[src/design/wqhb_pkg.sv]
// Shared types, constants and a helper function for the worker queue with heartbeat expiry.
package wqhb_pkg;

    localparam int QUEUE_DEPTH   = 16;
    localparam int ADDR_W        = $clog2(QUEUE_DEPTH);
    localparam int CNT_W         = $clog2(QUEUE_DEPTH + 1);
    localparam int ID_W          = 32;
    localparam int TIME_W        = 32;
    localparam int TIMEOUT_W     = 16;
    localparam int COUNT_OUT_W   = 5;
    localparam logic [TIMEOUT_W-1:0] TIMEOUT_RESET = 16'd3000;

    typedef enum logic [2:0] {
        CMD_ADD     = 3'd0,
        CMD_REMOVE  = 3'd1,
        CMD_REFRESH = 3'd2,
        CMD_POP     = 3'd3,
        CMD_PURGE   = 3'd4,
        CMD_BEAT    = 3'd5,
        CMD_CLEAR   = 3'd6,
        CMD_TICK    = 3'd7
    } t_cmd;

    typedef enum logic [2:0] {
        KIND_DONE   = 3'd0,
        KIND_POPPED = 3'd1,
        KIND_BEAT   = 3'd2,
        KIND_DUP    = 3'd3,
        KIND_FULL   = 3'd4,
        KIND_EMPTY  = 3'd5,
        KIND_NOBEAT = 3'd6
    } t_kind;

    // Commands from the controller to the datapath.
    typedef struct packed {
        logic accept;
        t_cmd op;
        logic scan;
        logic finish;
        logic beat_rd;
    } t_dp_cmd;

    // Status from the datapath to the controller.
    typedef struct packed {
        logic [CNT_W-1:0] count;
        logic             count_zero;
        logic             full;
        logic             beat_due;
        logic             scan_done;
        logic             found;
        logic             beat_last;
        logic [ID_W-1:0]  rd_id;
        logic [ID_W-1:0]  pop_id;
    } t_dp_stat;

    typedef struct packed {
        t_kind                  kind;
        logic [ID_W-1:0]        worker_id;
        logic                   queue_empty;
        logic [COUNT_OUT_W-1:0] queue_count;
        logic                   last;
    } t_result;

    // A time has passed a mark when the wrapping difference is positive.
    function automatic logic has_passed(input logic [TIME_W-1:0] t,
                                        input logic [TIME_W-1:0] mark);
        logic [TIME_W-1:0] d;
        d = t - mark;
        return (d != '0) && !d[TIME_W-1];
    endfunction

endpackage

[src/design/wqhb_if.sv]
// Valid/ready channel interfaces for commands and results.
interface wqhb_in_if;
    logic                        valid;
    logic                        ready;
    wqhb_pkg::t_cmd              cmd;
    logic [wqhb_pkg::ID_W-1:0]   worker_id;

    modport source (output valid, output cmd, output worker_id, input ready);
    modport sink   (input valid, input cmd, input worker_id, output ready);
endinterface

interface wqhb_out_if;
    logic                             valid;
    logic                             ready;
    wqhb_pkg::t_kind                  kind;
    logic [wqhb_pkg::ID_W-1:0]        out_worker_id;
    logic                             queue_empty;
    logic [wqhb_pkg::COUNT_OUT_W-1:0] queue_count;
    logic                             last;

    modport source (output valid, output kind, output out_worker_id, output queue_empty,
                    output queue_count, output last, input ready);
    modport sink   (input valid, input kind, input out_worker_id, input queue_empty,
                    input queue_count, input last, output ready);
endinterface

[src/design/wqhb_dp.sv]
// Datapath: queue storage, time and deadline registers, scan pointers and compare logic.
module wqhb_dp (
    input  logic                              i_clk,
    input  logic                              i_rst_n,
    input  logic                              i_cfg_we,
    input  logic [wqhb_pkg::TIMEOUT_W-1:0]    i_cfg_wdata,
    input  logic [wqhb_pkg::ID_W-1:0]         i_wid,
    input  wqhb_pkg::t_dp_cmd                 i_cmd,
    output wqhb_pkg::t_dp_stat                o_stat
);

    logic [wqhb_pkg::ID_W-1:0]      r_id_mem  [wqhb_pkg::QUEUE_DEPTH];
    logic [wqhb_pkg::TIME_W-1:0]    r_exp_mem [wqhb_pkg::QUEUE_DEPTH];

    logic [wqhb_pkg::CNT_W-1:0]     r_count;
    logic [wqhb_pkg::TIME_W-1:0]    r_now;
    logic [wqhb_pkg::TIME_W-1:0]    r_deadline;
    logic [wqhb_pkg::TIMEOUT_W-1:0] r_timeout;
    logic [wqhb_pkg::CNT_W-1:0]     r_rd;
    logic [wqhb_pkg::CNT_W-1:0]     r_wr;
    logic                           r_dv;
    logic                           r_found;
    logic [wqhb_pkg::ADDR_W-1:0]    r_pa;
    logic [wqhb_pkg::ID_W-1:0]      r_wid;
    logic [wqhb_pkg::ID_W-1:0]      r_rd_id;
    logic [wqhb_pkg::TIME_W-1:0]    r_rd_exp;
    logic [wqhb_pkg::ID_W-1:0]      r_pop_id;

    logic [wqhb_pkg::TIME_W-1:0]    w_new_exp;
    logic                           w_issue;
    logic                           w_re;
    logic [wqhb_pkg::ADDR_W-1:0]    w_ra;
    logic                           w_eval;
    logic                           w_hit;
    logic                           w_filter;
    logic                           w_drop;
    logic                           w_keep;
    logic                           w_full;
    logic                           w_add_ok;
    logic                           w_we_id;
    logic                           w_we_exp;
    logic [wqhb_pkg::ADDR_W-1:0]    w_wa;
    logic [wqhb_pkg::ID_W-1:0]      w_wd_id;
    logic [wqhb_pkg::TIME_W-1:0]    w_wd_exp;

    assign w_new_exp = r_now + wqhb_pkg::TIME_W'(r_timeout);
    assign w_issue   = i_cmd.scan && (r_rd < r_count);
    assign w_re      = w_issue || i_cmd.beat_rd;
    assign w_ra      = r_rd[wqhb_pkg::ADDR_W-1:0];
    assign w_eval    = i_cmd.scan && r_dv;
    assign w_hit     = (r_rd_id == r_wid);
    assign w_full    = (r_count == wqhb_pkg::CNT_W'(wqhb_pkg::QUEUE_DEPTH));
    assign w_add_ok  = (i_cmd.op == wqhb_pkg::CMD_ADD) && !r_found && !w_full;
    assign w_filter  = (i_cmd.op == wqhb_pkg::CMD_REMOVE) || (i_cmd.op == wqhb_pkg::CMD_POP)
                    || (i_cmd.op == wqhb_pkg::CMD_PURGE);

    always_comb begin
        case (i_cmd.op)
            wqhb_pkg::CMD_REMOVE: w_drop = w_hit;
            wqhb_pkg::CMD_POP:    w_drop = (r_pa == '0);
            wqhb_pkg::CMD_PURGE:  w_drop = wqhb_pkg::has_passed(r_now, r_rd_exp);
            default:              w_drop = 1'b0;
        endcase
    end

    assign w_keep = w_eval && w_filter && !w_drop;

    // Single write port: compaction, refresh of the first match, or append on add.
    always_comb begin
        w_we_id  = 1'b0;
        w_we_exp = 1'b0;
        w_wa     = r_wr[wqhb_pkg::ADDR_W-1:0];
        w_wd_id  = r_rd_id;
        w_wd_exp = r_rd_exp;
        if (w_keep) begin
            w_we_id  = 1'b1;
            w_we_exp = 1'b1;
        end else if (w_eval && (i_cmd.op == wqhb_pkg::CMD_REFRESH) && w_hit && !r_found) begin
            w_we_exp = 1'b1;
            w_wa     = r_pa;
            w_wd_exp = w_new_exp;
        end else if (i_cmd.finish && w_add_ok) begin
            w_we_id  = 1'b1;
            w_we_exp = 1'b1;
            w_wa     = r_count[wqhb_pkg::ADDR_W-1:0];
            w_wd_id  = r_wid;
            w_wd_exp = w_new_exp;
        end
    end

    always_ff @(posedge i_clk) begin
        if (!i_rst_n) begin
            r_count    <= '0;
            r_now      <= '0;
            r_deadline <= '0;
            r_timeout  <= wqhb_pkg::TIMEOUT_RESET;
            r_rd       <= '0;
            r_wr       <= '0;
            r_dv       <= 1'b0;
            r_found    <= 1'b0;
        end else begin
            if (i_cfg_we) begin
                r_timeout <= i_cfg_wdata;
            end
            if (i_cmd.accept) begin
                r_rd    <= '0;
                r_wr    <= '0;
                r_dv    <= 1'b0;
                r_found <= 1'b0;
                case (i_cmd.op)
                    wqhb_pkg::CMD_TICK:  r_now   <= r_now + 1'b1;
                    wqhb_pkg::CMD_CLEAR: r_count <= '0;
                    wqhb_pkg::CMD_BEAT: begin
                        if (wqhb_pkg::has_passed(r_now, r_deadline)) begin
                            r_deadline <= w_new_exp;
                        end
                    end
                    default: ;
                endcase
            end
            if (i_cmd.scan) begin
                r_rd <= r_rd + wqhb_pkg::CNT_W'(w_issue);
                r_dv <= w_issue;
                if (w_keep) begin
                    r_wr <= r_wr + 1'b1;
                end
                if (w_eval && w_hit && ((i_cmd.op == wqhb_pkg::CMD_ADD)
                                     || (i_cmd.op == wqhb_pkg::CMD_REFRESH))) begin
                    r_found <= 1'b1;
                end
            end
            if (i_cmd.beat_rd) begin
                r_rd <= r_rd + 1'b1;
            end
            if (i_cmd.finish) begin
                if (w_filter) begin
                    r_count <= r_wr;
                end else if (w_add_ok) begin
                    r_count <= r_count + 1'b1;
                end
            end
        end
    end

    always_ff @(posedge i_clk) begin
        if (i_cmd.accept) begin
            r_wid <= i_wid;
        end
        if (w_re) begin
            r_rd_id  <= r_id_mem[w_ra];
            r_rd_exp <= r_exp_mem[w_ra];
            r_pa     <= w_ra;
        end
        if (w_eval && (r_pa == '0)) begin
            r_pop_id <= r_rd_id;
        end
        if (w_we_id) begin
            r_id_mem[w_wa] <= w_wd_id;
        end
        if (w_we_exp) begin
            r_exp_mem[w_wa] <= w_wd_exp;
        end
    end

    always_comb begin
        o_stat.count      = r_count;
        o_stat.count_zero = (r_count == '0);
        o_stat.full       = w_full;
        o_stat.beat_due   = wqhb_pkg::has_passed(r_now, r_deadline);
        o_stat.scan_done  = !w_issue && !r_dv;
        o_stat.found      = r_found;
        o_stat.beat_last  = (r_rd == r_count);
        o_stat.rd_id      = r_rd_id;
        o_stat.pop_id     = r_pop_id;
    end

`ifndef SYNTH
    a_count_bound: assert property (@(posedge i_clk) disable iff (!i_rst_n)
        r_count <= wqhb_pkg::CNT_W'(wqhb_pkg::QUEUE_DEPTH))
        else $error("queue count above depth");
    a_wr_behind_rd: assert property (@(posedge i_clk) disable iff (!i_rst_n)
        i_cmd.scan |-> (r_wr <= r_rd))
        else $error("compaction write pointer passed read pointer");
    a_finish_drained: assert property (@(posedge i_clk) disable iff (!i_rst_n)
        i_cmd.finish |-> !r_dv)
        else $error("scan finished with read data pending");
`endif

endmodule

[src/design/wqhb_out.sv]
// Result holding register that drives the result channel.
module wqhb_out (
    input  logic               i_clk,
    input  logic               i_rst_n,
    input  logic               i_load,
    input  wqhb_pkg::t_result  i_result,
    output logic               o_free,
    wqhb_out_if.source         o_out
);

    logic              r_valid;
    wqhb_pkg::t_result r_result;

    assign o_free = !r_valid || o_out.ready;

    always_ff @(posedge i_clk) begin
        if (!i_rst_n) begin
            r_valid <= 1'b0;
        end else if (i_load) begin
            r_valid <= 1'b1;
        end else if (o_out.ready) begin
            r_valid <= 1'b0;
        end
    end

    always_ff @(posedge i_clk) begin
        if (i_load) begin
            r_result <= i_result;
        end
    end

    assign o_out.valid         = r_valid;
    assign o_out.kind          = r_result.kind;
    assign o_out.out_worker_id = r_result.worker_id;
    assign o_out.queue_empty   = r_result.queue_empty;
    assign o_out.queue_count   = r_result.queue_count;
    assign o_out.last          = r_result.last;

endmodule

[src/design/wqhb_ctrl.sv]
// Controller state machine that sequences each command over the datapath.
module wqhb_ctrl (
    input  logic                i_clk,
    input  logic                i_rst_n,
    input  logic                i_in_valid,
    input  wqhb_pkg::t_cmd      i_in_cmd,
    output logic                o_in_ready,
    output wqhb_pkg::t_dp_cmd   o_dp_cmd,
    input  wqhb_pkg::t_dp_stat  i_stat,
    input  logic                i_out_free,
    output logic                o_out_load,
    output wqhb_pkg::t_result   o_result
);

    typedef enum logic [5:0] {
        S_IDLE      = 6'b000001,
        S_SCAN      = 6'b000010,
        S_FINISH    = 6'b000100,
        S_BEAT_RD   = 6'b001000,
        S_BEAT_WAIT = 6'b010000,
        S_RESP      = 6'b100000
    } t_state;

    t_state          r_state, n_state;
    wqhb_pkg::t_cmd  r_op, n_op;
    wqhb_pkg::t_kind r_kind, n_kind;
    logic            w_accept;

    assign o_in_ready = (r_state == S_IDLE);
    assign w_accept   = i_in_valid && o_in_ready;

    always_comb begin
        o_dp_cmd.accept  = w_accept;
        o_dp_cmd.op      = w_accept ? i_in_cmd : r_op;
        o_dp_cmd.scan    = (r_state == S_SCAN);
        o_dp_cmd.finish  = (r_state == S_FINISH);
        o_dp_cmd.beat_rd = (r_state == S_BEAT_RD);
    end

    always_comb begin
        n_state    = r_state;
        n_op       = r_op;
        n_kind     = r_kind;
        o_out_load = 1'b0;

        o_result.kind        = r_kind;
        o_result.worker_id   = (r_kind == wqhb_pkg::KIND_POPPED) ? i_stat.pop_id : '0;
        o_result.queue_empty = i_stat.count_zero;
        o_result.queue_count = wqhb_pkg::COUNT_OUT_W'(i_stat.count);
        o_result.last        = 1'b1;

        case (r_state)
            S_IDLE: begin
                if (w_accept) begin
                    n_op = i_in_cmd;
                    case (i_in_cmd)
                        wqhb_pkg::CMD_ADD, wqhb_pkg::CMD_REMOVE,
                        wqhb_pkg::CMD_REFRESH, wqhb_pkg::CMD_PURGE: begin
                            n_state = S_SCAN;
                        end
                        wqhb_pkg::CMD_POP: begin
                            if (i_stat.count_zero) begin
                                n_kind  = wqhb_pkg::KIND_EMPTY;
                                n_state = S_RESP;
                            end else begin
                                n_state = S_SCAN;
                            end
                        end
                        wqhb_pkg::CMD_BEAT: begin
                            if (!i_stat.beat_due) begin
                                n_kind  = wqhb_pkg::KIND_NOBEAT;
                                n_state = S_RESP;
                            end else if (i_stat.count_zero) begin
                                n_kind  = wqhb_pkg::KIND_DONE;
                                n_state = S_RESP;
                            end else begin
                                n_state = S_BEAT_RD;
                            end
                        end
                        default: begin
                            n_kind  = wqhb_pkg::KIND_DONE;
                            n_state = S_RESP;
                        end
                    endcase
                end
            end
            S_SCAN: begin
                if (i_stat.scan_done) begin
                    n_state = S_FINISH;
                end
            end
            S_FINISH: begin
                case (r_op)
                    wqhb_pkg::CMD_ADD: begin
                        if (i_stat.found) begin
                            n_kind = wqhb_pkg::KIND_DUP;
                        end else if (i_stat.full) begin
                            n_kind = wqhb_pkg::KIND_FULL;
                        end else begin
                            n_kind = wqhb_pkg::KIND_DONE;
                        end
                    end
                    wqhb_pkg::CMD_POP: n_kind = wqhb_pkg::KIND_POPPED;
                    default:           n_kind = wqhb_pkg::KIND_DONE;
                endcase
                n_state = S_RESP;
            end
            S_BEAT_RD: begin
                n_state = S_BEAT_WAIT;
            end
            S_BEAT_WAIT: begin
                o_result.kind      = wqhb_pkg::KIND_BEAT;
                o_result.worker_id = i_stat.rd_id;
                o_result.last      = i_stat.beat_last;
                if (i_out_free) begin
                    o_out_load = 1'b1;
                    n_state    = i_stat.beat_last ? S_IDLE : S_BEAT_RD;
                end
            end
            S_RESP: begin
                if (i_out_free) begin
                    o_out_load = 1'b1;
                    n_state    = S_IDLE;
                end
            end
            default: begin
                n_state = S_IDLE;
            end
        endcase
    end

    always_ff @(posedge i_clk) begin
        if (!i_rst_n) begin
            r_state <= S_IDLE;
            r_op    <= wqhb_pkg::CMD_TICK;
            r_kind  <= wqhb_pkg::KIND_DONE;
        end else begin
            r_state <= n_state;
            r_op    <= n_op;
            r_kind  <= n_kind;
        end
    end

`ifndef SYNTH
    a_accept_leaves_idle: assert property (@(posedge i_clk) disable iff (!i_rst_n)
        w_accept |=> (r_state != S_IDLE))
        else $error("controller stayed idle after a transfer");
    a_beat_nonempty: assert property (@(posedge i_clk) disable iff (!i_rst_n)
        (r_state == S_BEAT_RD) |-> !i_stat.count_zero)
        else $error("heartbeat walk on an empty queue");
    a_load_when_free: assert property (@(posedge i_clk) disable iff (!i_rst_n)
        o_out_load |-> i_out_free)
        else $error("result loaded over a pending result");
`endif

endmodule

[src/design/worker_queue_heartbeat_expiry_core.sv]
// Top level of the worker queue with heartbeat expiry.
// This block keeps an ordered queue of up to sixteen worker IDs, each with an expiry time
// kept against a local tick counter, and answers one command per input transfer. The
// queue sits in two storage arrays sharing one registered read port and one write port,
// so every command that must look at the entries walks them one per cycle: add, remove,
// refresh, pop and purge each walk every queued worker (remove, pop and purge compact the
// queue in the same walk). A heartbeat that fires reads the workers one at a time, the
// next only once the last result is in the output register, and emits one result transfer
// per worker, oldest first, with last set on the final one; tick, clear, an early
// heartbeat, a due heartbeat on an empty queue and a pop of an empty queue answer with a
// single result and no walk. One command is in progress at a time; the next input
// transfer is taken as soon as the last result of the current command has been handed to
// the output register, even if that result is still waiting on the result channel. Times
// compare by wrapping difference, so the tick counter may roll over freely. The timeout
// register (reset value 3000 ticks) sets both the expiry of added or refreshed workers and
// the heartbeat interval; write it only while the block is idle. Queue storage is not
// cleared at reset; only entries below the queue count are ever read.
module worker_queue_heartbeat_expiry_core (
    input  logic                           i_clk,
    input  logic                           i_rst_n,
    input  logic                           i_cfg_we,
    input  logic [wqhb_pkg::TIMEOUT_W-1:0] i_cfg_wdata,
    wqhb_in_if.sink                        i_in,
    wqhb_out_if.source                     o_out
);

    wqhb_pkg::t_dp_cmd  w_dp_cmd;
    wqhb_pkg::t_dp_stat w_stat;
    wqhb_pkg::t_result  w_result;
    logic               w_out_free;
    logic               w_out_load;
    logic               w_in_ready;

    // Input channel is ready only while the controller is idle.
    assign i_in.ready = w_in_ready;

    wqhb_ctrl u_ctrl (
        .i_clk      (i_clk),
        .i_rst_n    (i_rst_n),
        .i_in_valid (i_in.valid),
        .i_in_cmd   (i_in.cmd),
        .o_in_ready (w_in_ready),
        .o_dp_cmd   (w_dp_cmd),
        .i_stat     (w_stat),
        .i_out_free (w_out_free),
        .o_out_load (w_out_load),
        .o_result   (w_result)
    );

    // The datapath latches the worker ID on the input transfer.
    wqhb_dp u_dp (
        .i_clk       (i_clk),
        .i_rst_n     (i_rst_n),
        .i_cfg_we    (i_cfg_we),
        .i_cfg_wdata (i_cfg_wdata),
        .i_wid       (i_in.worker_id),
        .i_cmd       (w_dp_cmd),
        .o_stat      (w_stat)
    );

    // Output register decouples result delivery from the command sequencing.
    wqhb_out u_out (
        .i_clk    (i_clk),
        .i_rst_n  (i_rst_n),
        .i_load   (w_out_load),
        .i_result (w_result),
        .o_free   (w_out_free),
        .o_out    (o_out)
    );

endmodule
[src/flat_wrapper.sv]
// flat-port wrapper written by rule: the top's interface ports become plain ports
module worker_queue_heartbeat_expiry_core_flat 
  (i_clk, i_rst_n, i_cfg_we, i_cfg_wdata, i_in_valid, i_in_cmd, i_in_worker_id, i_in_ready, o_out_valid, o_out_kind, o_out_out_worker_id, o_out_queue_empty, o_out_queue_count, o_out_last, o_out_ready);
  wqhb_in_if i_in_i ();
  wqhb_out_if o_out_i ();
  input  logic i_clk;
  input  logic i_rst_n;
  input  logic i_cfg_we;
  input  logic [wqhb_pkg::TIMEOUT_W-1:0] i_cfg_wdata;
  input wire logic [$bits(i_in_i.valid)-1:0] i_in_valid;
  input wire logic [$bits(i_in_i.cmd)-1:0] i_in_cmd;
  input wire logic [$bits(i_in_i.worker_id)-1:0] i_in_worker_id;
  output wire logic [$bits(i_in_i.ready)-1:0] i_in_ready;
  output wire logic [$bits(o_out_i.valid)-1:0] o_out_valid;
  output wire logic [$bits(o_out_i.kind)-1:0] o_out_kind;
  output wire logic [$bits(o_out_i.out_worker_id)-1:0] o_out_out_worker_id;
  output wire logic [$bits(o_out_i.queue_empty)-1:0] o_out_queue_empty;
  output wire logic [$bits(o_out_i.queue_count)-1:0] o_out_queue_count;
  output wire logic [$bits(o_out_i.last)-1:0] o_out_last;
  input wire logic [$bits(o_out_i.ready)-1:0] o_out_ready;
  assign i_in_i.valid = i_in_valid;
  assign i_in_i.cmd = i_in_cmd;
  assign i_in_i.worker_id = i_in_worker_id;
  assign i_in_ready = i_in_i.ready;
  assign o_out_valid = o_out_i.valid;
  assign o_out_kind = o_out_i.kind;
  assign o_out_out_worker_id = o_out_i.out_worker_id;
  assign o_out_queue_empty = o_out_i.queue_empty;
  assign o_out_queue_count = o_out_i.queue_count;
  assign o_out_last = o_out_i.last;
  assign o_out_i.ready = o_out_ready;
  worker_queue_heartbeat_expiry_core u_core (.i_clk(i_clk), .i_rst_n(i_rst_n), .i_cfg_we(i_cfg_we), .i_cfg_wdata(i_cfg_wdata), .i_in(i_in_i), .o_out(o_out_i));
endmodule
[config.mk]
export PLATFORM = sky130hd
export DESIGN_NAME = worker_queue_heartbeat_expiry_core_flat
export DESIGN_NICKNAME = d
export VERILOG_FILES = /design/src/design/wqhb_pkg.sv /design/src/design/wqhb_if.sv /design/src/design/wqhb_dp.sv /design/src/design/wqhb_out.sv /design/src/design/wqhb_ctrl.sv /design/src/design/worker_queue_heartbeat_expiry_core.sv /design/src/flat_wrapper.sv
export SDC_FILE = /design/constraint.sdc
export NUM_CORES = 2
export LEC_CHECK = 0
export BUFFER_PORTS_ARGS = -buffer_cell sky130_fd_sc_hd__buf_2
export CAP_MARGIN = 20
export CORE_ASPECT_RATIO = 1.5
export CORE_MARGIN = 5
export CORE_UTILIZATION = 41
export CTS_BUF_LIST = sky130_fd_sc_hd__clkbuf_4 sky130_fd_sc_hd__clkbuf_8 sky130_fd_sc_hd__clkbuf_16
export CTS_CLUSTER_DIAMETER = 60
export CTS_CLUSTER_SIZE = 16
export DETAILED_ROUTE_END_ITERATION = 8
export PLACE_DENSITY_LB_ADDON = 0.08
export SKIP_CTS_REPAIR_TIMING = 1
export SLEW_MARGIN = 20
export SYNTH_ARGS = -nofsm -noshare
export SYNTH_HDL_FRONTEND = slang
export SYNTH_SLANG_ARGS = --single-unit
[constraint.sdc]
create_clock -name i_clk -period 13.15 [get_ports i_clk]
set_input_delay 0.6575 -clock i_clk [delete_from_list [all_inputs] [get_ports i_clk]]
set_output_delay 0.6575 -clock i_clk [all_outputs]
set_load 0.02 [all_outputs]
==> results by stage <==
Placement:
- The last weighted congestion value of the routability-driven placer is 0.925.
- The detailed placer's ending HPWL is 106,000 um.
- The pre-CTS setup slack is 6.75 ns.
- During placement, the flow inserted port buffers numbering 99.

Synthesis:
- The most numerous cell in the Yosys netlist is sky130_fd_sc_hd__edfxtp_1.
- The flip-flop cell with the highest count after synthesis is sky130_fd_sc_hd__edfxtp_1.
- For this run, the register share of the synthesized area comes to 0.684.
- The proportion of register bits with asynchronous set or reset after synthesis is 0.
- The instance count of the mapped netlist is 3,414.
- The largest total area in the synthesized netlist belongs to sky130_fd_sc_hd__edfxtp_1.
- The proportion of netlist area held by the largest area contributor is 0.645.
- The total number of yosys warnings is 0.
- Summing every instance area after synthesis gives 55,800 um^2.
- The synthesized area divided by synthesized cell count is 16.3 um^2.
- The number of nets in the synthesized netlist is 3,563.
- The netlist uses 81 different library cells.
- The number of enable flip-flop cells after synthesis is 1,198.
- By area the synthesized netlist is led by sky130_fd_sc_hd__edfxtp_1, sky130_fd_sc_hd__mux4_2, sky130_fd_sc_hd__dfxtp_1, sky130_fd_sc_hd__nand2_1, sky130_fd_sc_hd__ha_1.
- The synthesis-stage register bit count is 1,308.
- In the synthesized netlist, the cells that appear most often are sky130_fd_sc_hd__edfxtp_1, sky130_fd_sc_hd__mux4_2, sky130_fd_sc_hd__nand2_1.

Worst setup path:
- In this design, the stage delay of the slowest critical-path cell is 0.94 ns.
- The sort of element at the start of the critical path is a flip-flop.
- The most used cell along the critical path is sky130_fd_sc_hd__nor4_1.
- The endpoint of the lowest-slack register-to-register path is u_core.u_dp.r_id_mem[5][4].
- For flop-to-flop paths, the worst setup slack is 6.84 ns.
- The signal on the critical path passes through nor4_1 > nand3_1 > inv_2 > buf_4 > mux2i_1 > o2111ai_1 > nor4_1 > nand4_1 > nor4_1 > nand4_1 > nand3_1 > o21bai_1 > nor2_4.
- In this run the worst path has a maximum fanout of 41.
- STA classifies the critical path endpoint as a flip-flop.
- The depth of the worst register-to-register path is 13.
- The cell type of the slowest stage on the worst timing path is sky130_fd_sc_hd__nor2_4.
- For the worst setup path, the data required time is 13.48 ns.
- The critical setup path kind is reg2reg.
- The worst register-to-register path begins at u_core.u_ctrl.r_state[4].
- Data on the critical path arrives at its endpoint at 6.64 ns.

Die:
- The horizontal die dimension is 311 um.
- The site row count is 165.
- 100 I/O pins were placed.
- The die is 462 um tall.
- The starting utilization of the core area is 0.413.
- After floorplanning, the core was sized to cover 135,000 um^2.
- The floorplan die area is 144,000 um^2.

Hold path:
- The path class of the lowest-slack min-delay path is in2reg.
- The worst hold path cell count is 1.
- The startpoint of the tightest hold check path is i_in_worker_id[31].
- The destination of the worst hold path is u_core.u_dp.r_wid[31].

Cells and area:
- At the end of the flow, the number of nets in the layout was 3,683.
- At the end of the flow the core is filled with cells to 0.461.
- The layout overhead on the synthesized area is 11.5%.
- The share of layout cells above drive strength 1 is 0.203.
- The area occupied by registers is 38,200 um^2.
- The area of the multi-input gates is 17,000 um^2.
- The final-layout fill cell count is 11,700.

Clock tree:
- The clock net in this run drives a total of 1,308 sinks.
- The maximum count of clock buffers along a single path is 3.
- The latest clock arrival within the worst-skew pair is 0.72 ns.
- The total clock buffers created by CTS is 102.
- The root buffer selected by CTS is sky130_fd_sc_hd__clkbuf_16.
- Clock-pin slew was measured on the worst setup and hold paths at 0.07 ns.
- The H-tree generated during clock tree synthesis spans 3 levels.
- The CTS tree is yes.

Route:
- After detailed routing, the number of remaining DRC violations is 0.
- The wire length per cell is 29.6 um.
- The remaining antenna violation count is 0.
- The average vias per placed instance is 5.81.
- The first detailed-routing pass took 8 iterations.
- The total detailed-routing wirelength is 158,000 um.
- The detailed router placed 31,100 vias in this run.
- The number of violations reported at the end of detailed-routing iteration 0 is 2,862.

STA:
- The final critical path time including I/O delays and setup is 6.31 ns.
- The slew at the pin closest to its max-slew limit is 1.17 ns.
- In the post-route analysis, the smallest setup slack over all paths is 6.84 ns.
- The final worst-path cycle share is 0.480.
- The number of max-slew violations in the final report is 0.
- The clock skew after layout is 0.0265 ns.
- Setup repair after global routing left no endpoint under its margin.
- The final count of negative-setup-slack endpoints is 0.
- Based on the critical path, the design can be clocked at up to 158 MHz.
- On the final layout, the worst hold slack is 0.108 ns.
- Measured against its own limit, the worst slew margin works out to 0.223.
- The count of final hold-check violations is 0.
- In the final timing run, aggregate negative setup slack is 0 ns.

Global route:
- The first-pass GRT wire length is 229,000 um.
- In the global route stage, met1 resource usage came out at 0.261.
- Entering global routing, the biggest net connects 104 pins.
- The number of global-route vias before repair is 32,500.
- In the global route stage, met2 resource usage came out at 0.400.
- The combined global-route utilization of all metal layers is 0.217.
- The met3 usage is 0.0243.
- Summed over all layers, the global routing overflow is 0.
- After global routing, the most crowded layer is met2.
- The number of antenna violations at the first check in global routing came to 8.

Power and ir drop:
- For this design the ratio of total power to cell area is 127 nW/um^2.
- Power comes to 7.89 mW.
- Across the VDD grid, the largest voltage drop is 0.101 mV.
- For this design the static power due to leakage is 20.4 nW.

Flow run:
- The number of maximum-capacitance constraint violations is 0.

Status:
- The run finished with clean final reports.
-- cells in the final DEF (no fill, tap or decap), drive strengths merged, types with 16 or more instances in the layout --
cell type / netlist / layout
nand4: 29 / 29
or3: 23 / 23
nand2: 304 / 304
buf: 35 / 171
and2: 18 / 18
edfxtp: 1198 / 1198
o21a: 27 / 27
dfxtp: 110 / 110
a21o: 21 / 21
a211oi: 22 / 22
inv: 101 / 112
mux4: 320 / 320
a21oi: 127 / 127
nor4: 23 / 23
xor2: 71 / 71
clkinv: 0 / 16
mux2i: 47 / 47
clkbuf: 120 / 119
mux2: 16 / 16
xnor2: 39 / 39
nor2: 220 / 220
nand3: 90 / 90
nor3: 31 / 31
ha: 90 / 90
o21ai: 95 / 95
and3: 20 / 20
-- registers in the layout, indices dropped and copies added, names as in the netlist, 6 cells and up --
name / cells
u_core.u_ctrl.r_state: 6
u_core.u_dp.r_deadline: 32
u_core.u_dp.r_exp_mem: 512
u_core.u_dp.r_id_mem: 512
u_core.u_dp.r_now: 32
u_core.u_dp.r_pop_id: 32
u_core.u_dp.r_rd_exp: 32
u_core.u_dp.r_rd_id: 32
u_core.u_dp.r_timeout: 16
u_core.u_dp.r_wid: 32
u_core.u_out.o_out.out_worker_id: 32
-- report_power, final --
| part | leakage [nW] | total [mW] | switching, mW | internal [mW] |
|---|---|---|---|---|
| logic | 7.06 | 0.299 | 0.193 | 0.106 |
| clock network | 1.56 | 3.06 | 1.48 | 1.58 |
| registers | 11.7 | 4.53 | 0.0217 | 4.50 |
-- layout make-up --
type	instances	share of cell area
repair buffers	171	0.0207
inverters	101	0.00609
flip-flops and latches	1308	0.614
multi-input cells	1850	0.273
well taps	1753	0.0353
clock buffers	119	0.0442
diodes	12	0.000483
clock inverters	34	0.00652
-- critical path: cells and delay by family, from the launching register on --
kind | cells | cell delay, ns
simple gates | 8 | 3.70
mux | 1 | 0.50
flops | 1 | 0.40
buf+inv | 2 | 0.70
compound gates | 2 | 0.60
-- routing by layer --
layer | part of all wire | vias to the layer above
met5 | 0.00017 | -
li1 | - | 13600
met1 | 0.39 | 16300
met3 | 0.039 | 224
met2 | 0.53 | 946
met4 | 0.043 | 4
-- through the flow --
| stage | instance area (um^2) | cells |
|---|---|---|
| global placement | 58600 | 5167 |
| finish | 62200 | 5348 |
| global route | 62200 | 5347 |
| floorplan | 55800 | 3414 |
| CTS | 62000 | 5332 |
| detailed placement | 58900 | 5179 |
-- worst max path at each step --
stage	startpoint	to	slack, ns	cells after the start
after floorplan	u_core.u_ctrl.r_state[3]	u_core.u_dp.r_exp_mem[10][0]	7.11	15
after detailed placement	u_core.u_ctrl.r_state[4]	u_core.u_dp.r_id_mem[1][8]	6.75	13
after global routing	u_core.u_ctrl.r_state[3]	u_core.u_dp.r_id_mem[5][4]	6.31	13
after CTS	u_core.u_ctrl.r_state[4]	u_core.u_dp.r_id_mem[1][19]	6.74	13
after global placement	u_core.u_ctrl.r_state[3]	u_core.u_dp.r_id_mem[9][3]	6.85	13
final	u_core.u_ctrl.r_state[4]	u_core.u_dp.r_id_mem[5][4]	6.84	13
-- cell families after synthesis --
logic type / after synthesis / synth area share
compound gates: 419 / 0.0484
xor+xnor: 110 / 0.0173
fa+ha+maj: 93 / 0.0213
buf+inv: 256 / 0.0177
flops: 1308 / 0.684
mux: 383 / 0.141
simple gates: 845 / 0.0705
No activity file was read; power rests on OpenSTA's default activity.
